==> config.mk <==
export PLATFORM = sky130hd
export DESIGN_NAME = sram_ring_queue_addresser
export DESIGN_NICKNAME = d
export VERILOG_FILES = /design/src/rtl/srqa_pkg.sv /design/src/rtl/srqa_ctrl.sv /design/src/rtl/srqa_dp.sv /design/src/rtl/sram_ring_queue_addresser.sv
export SDC_FILE = /design/constraint.sdc
export NUM_CORES = 1
export LEC_CHECK = 0
export ABC_AREA = 1
export BUFFER_PORTS_ARGS = -buffer_cell sky130_fd_sc_hd__buf_2
export CORE_MARGIN = 2
export CORE_UTILIZATION = 64
export DETAILED_ROUTE_END_ITERATION = 16
export PLACE_DENSITY = 0.92
export SYNTH_ARGS = -nofsm -noshare
export SYNTH_HDL_FRONTEND = slang
export SYNTH_HIERARCHICAL = 1
export SYNTH_SLANG_ARGS = --single-unit
==> constraint.sdc <==
create_clock -name clk_i -period 6.6 [get_ports clk_i]
set_input_delay 0.66 -clock clk_i [delete_from_list [all_inputs] [get_ports clk_i]]
set_output_delay 0.66 -clock clk_i [all_outputs]
set_load 0.02 [all_outputs]
==> src/rtl/srqa_pkg.sv <==
// shared types and codes for the ring queue addresser
package srqa_pkg;

  // field and register widths
  localparam int unsigned AddrW  = 24;
  localparam int unsigned CountW = 16;
  localparam int unsigned SlotW  = 13;
  localparam int unsigned ErrW   = 3;
  localparam int unsigned ProdW  = SlotW + CountW;

  // request codes
  localparam logic CMD_ENQ = 1'b0;
  localparam logic CMD_DEQ = 1'b1;

  // error codes
  localparam logic [ErrW-1:0] ERR_NONE  = 3'd0;
  localparam logic [ErrW-1:0] ERR_BUSY  = 3'd1;
  localparam logic [ErrW-1:0] ERR_EMPTY = 3'd2;
  localparam logic [ErrW-1:0] ERR_SIZE  = 3'd3;
  localparam logic [ErrW-1:0] ERR_END   = 3'd4;

  // configuration register indexes
  localparam logic [1:0] REG_BASE  = 2'd0;
  localparam logic [1:0] REG_COUNT = 2'd1;
  localparam logic [1:0] REG_SLOT  = 2'd2;

  // reset values of the configuration registers
  localparam logic [AddrW-1:0]  BASE_RST  = 24'd0;
  localparam logic [CountW-1:0] COUNT_RST = 16'd16;
  localparam logic [SlotW-1:0]  SLOT_RST  = 13'd1;

  // commands from the controller to the datapath
  typedef struct packed {
    logic capture;   // latch the incoming item
    logic multiply;  // register slot_bytes times index
    logic finish;    // check, update pointers, load the result
  } srqa_cmd_t;

endpackage

==> src/rtl/srqa_ctrl.sv <==
// controller state machine of the ring queue addresser
module srqa_ctrl (
  input  logic              clk_i,
  input  logic              rst_ni,
  input  logic              in_valid_i,
  output logic              in_ready_o,
  output logic              out_valid_o,
  input  logic              out_ready_i,
  output srqa_pkg::srqa_cmd_t cmd_o
);
  import srqa_pkg::*;

  typedef enum logic [1:0] {
    S_IDLE,
    S_MUL,
    S_FIN
  } state_e;

  state_e state_q, state_d;
  logic   out_valid_q, out_valid_d;
  logic   out_free;

  // result register can take a new item
  assign out_free = !out_valid_q || out_ready_i;

  assign in_ready_o     = (state_q == S_IDLE);
  assign out_valid_o    = out_valid_q;
  assign cmd_o.capture  = in_valid_i && (state_q == S_IDLE);
  assign cmd_o.multiply = (state_q == S_MUL);
  assign cmd_o.finish   = (state_q == S_FIN) && out_free;

  // next state and result valid
  always_comb begin
    state_d     = state_q;
    out_valid_d = out_valid_q && !out_ready_i;
    unique case (state_q)
      S_IDLE: begin
        if (in_valid_i) begin
          state_d = S_MUL;
        end
      end
      S_MUL: begin
        state_d = S_FIN;
      end
      S_FIN: begin
        if (out_free) begin
          state_d     = S_IDLE;
          out_valid_d = 1'b1;
        end
      end
      default: begin
        state_d = S_IDLE;
      end
    endcase
  end

  // state and registered outputs
  always_ff @(posedge clk_i or negedge rst_ni) begin
    if (!rst_ni) begin
      state_q     <= S_IDLE;
      out_valid_q <= 1'b0;
    end else begin
      state_q     <= state_d;
      out_valid_q <= out_valid_d;
    end
  end

  // an accepted item always goes on to the multiply step
  a_capture_mul : assert property (@(posedge clk_i) disable iff (!rst_ni)
    cmd_o.capture |=> (state_q == S_MUL))
    else $error("accepted item did not reach multiply step");

  // finishing an item presents a result next cycle
  a_finish_valid : assert property (@(posedge clk_i) disable iff (!rst_ni)
    cmd_o.finish |=> out_valid_q)
    else $error("finished item produced no result");

  // a waiting result is never overwritten
  a_no_overwrite : assert property (@(posedge clk_i) disable iff (!rst_ni)
    cmd_o.finish |-> !(out_valid_q && !out_ready_i))
    else $error("result overwritten before it was taken");

  // at most one datapath command at a time
  a_one_cmd : assert property (@(posedge clk_i) disable iff (!rst_ni)
    $onehot0({cmd_o.capture, cmd_o.multiply, cmd_o.finish}))
    else $error("overlapping datapath commands");

endmodule

==> src/rtl/srqa_dp.sv <==
// datapath: configuration, pointers, address arithmetic and result register
module srqa_dp #(
  parameter int unsigned MEMORY_BYTES = 131072
) (
  input  logic                          clk_i,
  input  logic                          rst_ni,
  input  srqa_pkg::srqa_cmd_t           cmd_i,
  input  logic                          cfg_we_i,
  input  logic [1:0]                    cfg_idx_i,
  input  logic [srqa_pkg::AddrW-1:0]    cfg_wdata_i,
  input  logic                          cmd_in_i,
  input  logic [srqa_pkg::CountW-1:0]   payload_bytes_i,
  input  logic [srqa_pkg::CountW-1:0]   dest_room_i,
  input  logic                          memory_busy_i,
  output logic                          accepted_o,
  output logic [srqa_pkg::ErrW-1:0]     error_code_o,
  output logic [srqa_pkg::AddrW-1:0]    slot_address_o,
  output logic [srqa_pkg::CountW-1:0]   fill_count_o,
  output logic                          overwrote_oldest_o
);
  import srqa_pkg::*;

  localparam int unsigned SumW = ProdW + 2;

  // configuration registers
  logic [AddrW-1:0]  base_q;
  logic [CountW-1:0] count_q;
  logic [SlotW-1:0]  slot_q;

  // queue state
  logic [CountW-1:0] wr_idx_q, wr_idx_d;
  logic [CountW-1:0] rd_idx_q, rd_idx_d;
  logic [CountW-1:0] occ_q, occ_d;

  // captured item and product
  logic              cmd_q;
  logic [CountW-1:0] payload_q;
  logic [CountW-1:0] room_q;
  logic              busy_q;
  logic [ProdW-1:0]  prod_q;

  // result register
  logic              acc_q, acc_d;
  logic [ErrW-1:0]   err_q, err_d;
  logic [AddrW-1:0]  addr_q, addr_d;
  logic              over_q, over_d;

  logic [CountW-1:0] eff_count;
  logic [CountW-1:0] wr_next, rd_next;
  logic [SumW-1:0]   addr_full;
  logic [SumW-1:0]   end_full;
  logic [ErrW-1:0]   pre_err;
  logic              full;

  // configuration writes
  always_ff @(posedge clk_i or negedge rst_ni) begin
    if (!rst_ni) begin
      base_q  <= BASE_RST;
      count_q <= COUNT_RST;
      slot_q  <= SLOT_RST;
    end else if (cfg_we_i) begin
      unique case (cfg_idx_i)
        REG_BASE:  base_q  <= cfg_wdata_i;
        REG_COUNT: count_q <= cfg_wdata_i[CountW-1:0];
        REG_SLOT:  slot_q  <= cfg_wdata_i[SlotW-1:0];
        default: ;
      endcase
    end
  end

  // capture item, then form slot_bytes times index
  always_ff @(posedge clk_i) begin
    if (cmd_i.capture) begin
      cmd_q     <= cmd_in_i;
      payload_q <= payload_bytes_i;
      room_q    <= dest_room_i;
      busy_q    <= memory_busy_i;
    end
    if (cmd_i.multiply) begin
      prod_q <= slot_q * ((cmd_q == CMD_ENQ) ? wr_idx_q : rd_idx_q);
    end
  end

  // wrap point and next indexes, zero count acts as one
  assign eff_count = (count_q == '0) ? CountW'(1) : count_q;
  assign wr_next   = ({1'b0, wr_idx_q} + 17'd1 >= {1'b0, eff_count}) ? '0
                   : wr_idx_q + CountW'(1);
  assign rd_next   = ({1'b0, rd_idx_q} + 17'd1 >= {1'b0, eff_count}) ? '0
                   : rd_idx_q + CountW'(1);
  assign full      = (occ_q >= eff_count);

  // full-width address and slot end
  assign addr_full = SumW'(base_q) + SumW'(prod_q);
  assign end_full  = addr_full + SumW'(slot_q);

  // request checks in priority order
  always_comb begin
    pre_err = ERR_NONE;
    priority if (busy_q) begin
      pre_err = ERR_BUSY;
    end else if (cmd_q == CMD_ENQ) begin
      if (payload_q > CountW'(slot_q)) pre_err = ERR_SIZE;
    end else if (occ_q == '0) begin
      pre_err = ERR_EMPTY;
    end else if (room_q < CountW'(slot_q)) begin
      pre_err = ERR_SIZE;
    end
  end

  // result and pointer update
  always_comb begin
    wr_idx_d = wr_idx_q;
    rd_idx_d = rd_idx_q;
    occ_d    = occ_q;
    acc_d    = 1'b0;
    over_d   = 1'b0;
    addr_d   = '0;
    err_d    = pre_err;
    if (pre_err == ERR_NONE && {1'b0, end_full} > (SumW + 1)'(MEMORY_BYTES)) begin
      err_d = ERR_END;
    end
    if (err_d == ERR_NONE) begin
      acc_d  = 1'b1;
      addr_d = addr_full[AddrW-1:0];
      if (cmd_q == CMD_ENQ) begin
        wr_idx_d = wr_next;
        if (full) begin
          rd_idx_d = rd_next;
          occ_d    = eff_count;
          over_d   = 1'b1;
        end else begin
          occ_d = occ_q + CountW'(1);
        end
      end else begin
        rd_idx_d = rd_next;
        occ_d    = occ_q - CountW'(1);
      end
    end
  end

  // queue state registers
  always_ff @(posedge clk_i or negedge rst_ni) begin
    if (!rst_ni) begin
      wr_idx_q <= '0;
      rd_idx_q <= '0;
      occ_q    <= '0;
    end else if (cmd_i.finish) begin
      wr_idx_q <= wr_idx_d;
      rd_idx_q <= rd_idx_d;
      occ_q    <= occ_d;
    end
  end

  // result register
  always_ff @(posedge clk_i) begin
    if (cmd_i.finish) begin
      acc_q  <= acc_d;
      err_q  <= err_d;
      addr_q <= addr_d;
      over_q <= over_d;
    end
  end

  assign accepted_o         = acc_q;
  assign error_code_o       = err_q;
  assign slot_address_o     = addr_q;
  assign fill_count_o       = occ_q;
  assign overwrote_oldest_o = over_q;

endmodule

==> src/rtl/sram_ring_queue_addresser.sv <==
// Ring queue addresser for slots held in an external byte-addressed memory.
// Each item is an enqueue or dequeue request; the result gives the slot's
// byte address (base_address + slot_bytes * index), an error code, the fill
// count after the request and whether an enqueue into a full queue dropped
// the oldest slot. Refused requests leave the pointers untouched. One item is
// worked on at a time in three steps: capture at acceptance, a registered
// 13 x 16 bit multiply of slot size by index, then the checks and pointer
// update that load the result register, after which the result is valid.
// A new item is accepted only once the previous one has loaded its result.
// A result not yet taken holds the following item in its last step; that item
// may be accepted meanwhile. Configuration writes take effect at once and do
// not reset the queue pointers.
module sram_ring_queue_addresser #(
  parameter int unsigned MEMORY_BYTES = 131072
) (
  input  logic                          clk_i,
  input  logic                          rst_ni,
  // configuration write port
  input  logic                          cfg_we_i,
  input  logic [1:0]                    cfg_idx_i,
  input  logic [srqa_pkg::AddrW-1:0]    cfg_wdata_i,
  // request channel
  input  logic                          in_valid_i,
  output logic                          in_ready_o,
  input  logic                          cmd_i,
  input  logic [srqa_pkg::CountW-1:0]   payload_bytes_i,
  input  logic [srqa_pkg::CountW-1:0]   dest_room_i,
  input  logic                          memory_busy_i,
  // result channel
  output logic                          out_valid_o,
  input  logic                          out_ready_i,
  output logic                          accepted_o,
  output logic [srqa_pkg::ErrW-1:0]     error_code_o,
  output logic [srqa_pkg::AddrW-1:0]    slot_address_o,
  output logic [srqa_pkg::CountW-1:0]   fill_count_o,
  output logic                          overwrote_oldest_o
);
  import srqa_pkg::*;

  srqa_cmd_t dp_cmd;

  // sequencing
  srqa_ctrl u_ctrl (
    .clk_i       (clk_i),
    .rst_ni      (rst_ni),
    .in_valid_i  (in_valid_i),
    .in_ready_o  (in_ready_o),
    .out_valid_o (out_valid_o),
    .out_ready_i (out_ready_i),
    .cmd_o       (dp_cmd)
  );

  // arithmetic and state
  srqa_dp #(
    .MEMORY_BYTES (MEMORY_BYTES)
  ) u_dp (
    .clk_i              (clk_i),
    .rst_ni             (rst_ni),
    .cmd_i              (dp_cmd),
    .cfg_we_i           (cfg_we_i),
    .cfg_idx_i          (cfg_idx_i),
    .cfg_wdata_i        (cfg_wdata_i),
    .cmd_in_i           (cmd_i),
    .payload_bytes_i    (payload_bytes_i),
    .dest_room_i        (dest_room_i),
    .memory_busy_i      (memory_busy_i),
    .accepted_o         (accepted_o),
    .error_code_o       (error_code_o),
    .slot_address_o     (slot_address_o),
    .fill_count_o       (fill_count_o),
    .overwrote_oldest_o (overwrote_oldest_o)
  );

endmodule
Word-level counts from Yosys, hierarchy flattened
Cells that the tools add are included.
- bits in registers: 196
- latch bits: 0
- RAM bits: 0
- ROM bits: 0
- bits of input ports: 65
- output and inout bits: 47
- word-level logic and storage cells: 83
- memories: 0
- $add $sub $neg: 8
- multiply operators: 1
- div/mod/pow operators: 0
- $lt $le $gt $ge: 6
- eq/ne operators: 6
- shift-type cells: 0
- muxes and demuxes: 21
- bitwise logic cells: 2
- reductions and logical operators: 22
- operators by type and width (operator ; count):
    $mux W16 ; 8
    $add A16 B1 Y16 const B ; 3
    $add A16 B1 Y17 const B ; 2
    $ge A17 B16 Y1 ; 2
    $logic_not A16 Y1 ; 2
    $add A31 B13 Y31 ; 1
    $gt A31 B18 Y1 const B ; 1
    $add A24 B29 Y30 ; 1
    $mul A13 B29 Y29 ; 1
    $ge A16 B16 Y1 ; 1
    $gt A16 B13 Y1 ; 1
    $lt A16 B13 Y1 ; 1
    $sub A16 B1 Y16 const B ; 1
    $mux W3 ; 4
    $reduce_and A2 Y1 ; 5
    $mux W2 ; 4
    $logic_not A3 Y1 ; 2
    $pmux W2 S3 ; 1
    $reduce_and A3 Y1 ; 2
    $eq A2 B1 Y1 const B ; 2
    $eq A2 B2 Y1 const B ; 2
    $logic_and A1 B1 Y1 ; 4
    $logic_not A2 Y1 ; 2
    $mux W1 ; 4
    7 further kinds ; 9

Logic depth before layout (Yosys ltp)
- word-level depth: 11
- mapped depth: 31

Cells and area by module
The synthesis kept the hierarchy.
- modules (own cells, without submodules) (module ; instances ; cells an instance ; area an instance (um^2) ; seq. area each (um^2)):
    srqa_dp ; 1 ; 2701 ; 20359.5 ; 5292.6
    srqa_ctrl ; 1 ; 18 ; 142.6 ; 75.1

Worst setup path before layout
Ideal clock, no wire load.
- path type: reg-to-reg
- from: reg u_dp.cmd_q
- to: reg u_dp.prod_q[24], data pin
- setup time: 265 ps
- arrival: 5867 ps
- data required time: 6335 ps
- path slack: 468 ps
- cell stages (with the launch flop): 28
- buffers on the path: 2
- clock period less this slack: 6132 ps
- cell sequence: edfxtp_1 > clkbuf_1 > clkinv_1 > clkbuf_1 > nand2_1 > nand2_1 > inv_1 > nand2_1 > fa_1 > inv_1 > fa_1 > inv_1 > fa_1 > inv_1 > ha_1 > inv_1 > fa_1 > inv_1 > ha_1 > o21ai_0 > o21ai_0 > a31oi_1 > o21ai_0 > a21oi_1 > o21ai_0 > a21oi_1 > o21ai_0 > xor2_1
- longest elaborated chain between the ends: 2
- RTL lines (what ; line ; source):
    start: declaration ; srqa_dp.sv:36 ; logic cmd_q;
    start signal: assignment ; srqa_dp.sv:74 ; cmd_q <= cmd_in_i;
    $mux W16 ; srqa_dp.sv:80 ; prod_q <= slot_q * ((cmd_q == CMD_ENQ) ? wr_idx_q : rd_idx_q);
    $mul A13 B29 Y29 ; srqa_dp.sv:80 ;
    end signal: assignment ; srqa_dp.sv:80 ;
    end: declaration ; srqa_dp.sv:40 ; logic [ProdW-1:0] prod_q;
No other way between the ends.
A chain may end at the register's enable or synchronous reset.

Worst setup path in the final report
- from: reg u_dp.cmd_q
- to: reg u_dp.prod_q[27], data pin
The elaborated chain is that of the path after synthesis.

==> impl_metrics.csv <==
group,metric,value,unit
cts,tritoncts,"built",
cts,clkSlewWorstSetupHoldPaths,80,ps
cts,cts.path.max_buffers,2,
placed_design,post-place-cells,3215,
synth,yosysTopAreaCell,"fa_1",
die,core.rowCount,65,
synth,syn_avg_cell_area,7.540,um^2
global_routing,grt_pass1_wl,93910,um
sta,hold_violations,0,
final_layout,nNetsFinal,3243,
synth,async_reset_ff_share,53.06,%
power,swShare,50.87,%
global_routing,grt_overflow,0,
cts,clock_latency,470,ps
synth,ys_seq_area_share,26.18,%
cts,cts-buffers-inserted,17,
synth,synthTopCellsByArea,"fa_1 15%, nand2_1 14%, edfxtp_1 13%",
sta,fin_crit,6385,ps
sta,setup_viol,0,
die,fp.coreArea,0.03156,mm^2
global_routing,grt_max_degree,56,
global_routing,grt_pass1_vias,18440,
final_layout,antenna_cells,0,
setup_path,critPathArrivalTime,6600,ps
placed_design,numPortBuffers,111,
synth,synth_ff_type,"dfrtp_1",
setup_path,cp_slowest_stage_delay,560,ps
global_routing,antenna_found_initial,0,
synth,syn_inst,2719,
sta,skew,10.81,ps
final_layout,area_growth,8.257,%
synth,ys_seq_elements,196,
power,p_leak,12.01,nW
placed_design,routabilityCongestion,0.9651,
die,dieArea,0.03348,mm^2
final_layout,nFillCells,2524,
drt,remaining_drc_errors,0,
setup_path,end_kind,"flop",
drt,wire_per_inst,17.97,um
synth,yosysMostFrequentCell,"nand2_1",
sta,fin_crit_sh,96.74,%
cts,ctsHoldBuffers,0,
power,power_frac_seq,22.5,%
cts,root_buffer,"clkbuf_16",
power,p_switching,3.917,mW
global_routing,grt_usage,36.06,%
die,ios,112,
final_layout,seqCellArea,0.005368,mm^2
synth,syn_area,0.02050,mm^2
sta,tns,0,ps
power,power.share.clock,13.9,%
drt,first_pass_iters,9,
die,chipWidth,183.0,um
job,max_cap_viol_count,0,
synth,yosysWarnings,6,
final_layout,drive_gt1_share,8.430,%
worst_hold_path,hold_class,"in2async",
placed_design,hpwl,46430,um
setup_path,required,6820,ps
synth,synth.top_cells.by_count,"762 x nand2_1, 491 x inv_1, 278 x nor2_1",
status,status,"complete, no violations",
synth,synth_edf_count,92,
setup_path,cp_top_family,"adder cells",
final_layout,instances_no_fill,3249,
power,power.density,346.9,mW/mm^2
drt,ant_nets,0,
setup_path,cp_num_buf_inv,7,
drt,vias_per_cell,5.743,
setup_path,slowest_stage,"fa_1",
setup_path,critPathMaxFanout,14,
synth,synth_cell_types,51,
setup_path,critPathKind,"reg2reg",
power,irDropWorstVdd,0.2594,mV
sta,drv_slew,0,
drt,drt_iter0_drc,1977,
setup_path,start_kind,"flop",
drt,via_count,18660,
cts,cts-htree-levels,4,
synth,synth_top_cell_area_share,15.23,%
cts,clock-sinks,196,
sta,relSlewSlack,35.21,%
final_layout,multiInputGateArea,0.01295,mm^2
power,internal_power,3.783,mW
sta,tightest_slew,969.1,ps
die,initial_core_util,64.97,%
power,pwr-share-comb,63.5,%
die,die_height,183.0,um
drt,routed_wirelength,58370,um
sta,fmax,156.6,MHz
## power groups by stage
| stage | logic [mW] | clock network, mW | registers [mW] |
|---|---|---|---|
| 3_5_place_dp | 4.68 | 0 | 1.75 |
| 3_3_place_gp | 4.51 | 0 | 1.74 |
| 2_1_floorplan | 3.52 | 0 | 1.72 |
| 4_1_cts | 4.77 | 1.08 | 1.73 |
| 5_1_grt | 5.50 | 1.12 | 1.75 |
| 6_report | 4.89 | 1.07 | 1.73 |
## what timing repair did
action | in CTS | in global routing
setup endpoints to repair | 1 | 5
resized for setup | 2 | 9
buffers inserted | 0 | 2
pin swaps | 0 | 0
## area by class of cell
cell class              count  area share [%]
clock buffers              18           1.934
clock inverters            14          0.7272
inverters                 517           8.760
multi-input cells        1954           58.36
flip-flops and latches    196           24.18
well taps                 402           2.266
repair buffers            148           3.766
## sequential cells by signal, indices dropped and copies added, names as in the netlist, 2 cells and up
signal               flops
u_ctrl/state_q           2
u_dp/error_code_o        3
u_dp/count_q            16
u_dp/prod_q             29
u_dp/fill_count_o       16
u_dp/base_q             24
u_dp/wr_idx_q           16
u_dp/slot_address_o     24
u_dp/payload_q          16
u_dp/room_q             16
u_dp/slot_q             13
u_dp/rd_idx_q           16
## cells in the final DEF (no fill, tap or decap), types with 72 or more instances in the layout
| master | count |
|---|---|
| ha_1 | 188 |
| nor2_1 | 277 |
| buf_2 | 110 |
| inv_1 | 491 |
| fa_1 | 156 |
| edfxtp_1 | 92 |
| o21ai_0 | 77 |
| nand2_1 | 762 |
| nand4_1 | 72 |
| dfrtp_1 | 102 |
| a21oi_1 | 84 |
| nand3_1 | 109 |
## layer usage
layer	GRT usage [%]	share of wire (%)	wire length, um	vias to the layer above
met5	0	0	0	-
met1	45.97	40	23110	8690
met2	59.09	46	27010	1013
met4	18.18	5.6	3240	0
met3	6.950	8.6	5013	212
li1	-	-	-	8743
## through the flow
| step | power, mW | utilization, % | instance area (um^2) | setup WS [ps] | hold WS [ps] |
|---|---|---|---|---|---|
| final | 7.700 | 70.34 | 22200 | 214.9 | 220.3 |
| after detailed placement | 6.427 | 68.36 | 21570 | 103.1 | 480.4 |
| after global placement | 6.252 | 68.36 | 21570 | 297.6 | 472.0 |
| after floorplan | 5.245 | - | 20520 | 468.0 | 364.4 |
| after CTS | 7.573 | 70.23 | 22160 | 62.99 | 238.0 |
| after global routing | 8.366 | 70.34 | 22200 | -27.25 | 275.1 |
## cell families (layout without fill, tap and decap cells)
| logic type | after synthesis | after routing | synth area share [%] |
|---|---|---|---|
| AOI/OAI and AO/OA | 220 | 220 | 6.036 |
| xor gates and xnor gates | 74 | 74 | 3.161 |
| adders and majority gates | 344 | 344 | 26.71 |
| buffers and inverters | 574 | 697 | 10.86 |
| DFF | 196 | 196 | 26.18 |
| muxes | 8 | 8 | 0.4394 |
| other | 1 | 6 | 0.01829 |
| and+or+nand+nor | 1302 | 1302 | 26.60 |
## worst paths after layout
kind	start	to	slack (ps)	cells after the start
worst min-delay path	rst_ni	u_dp/fill_count_o[6]	220	1
worst max-delay path	u_dp/cmd_q	u_dp/prod_q[27]	210	25
max in group asynchronous	rst_ni	u_dp/base_q[22]	5200	2
min in group clk_i	dest_room_i[6]	u_dp/room_q[6]	360	1
worst max register to register	u_dp/cmd_q	u_dp/prod_q[27]	210	25
worst min register to register	u_dp/base_q[10]	u_dp/base_q[10]	500	2
(Power assumes the default switching activity.)
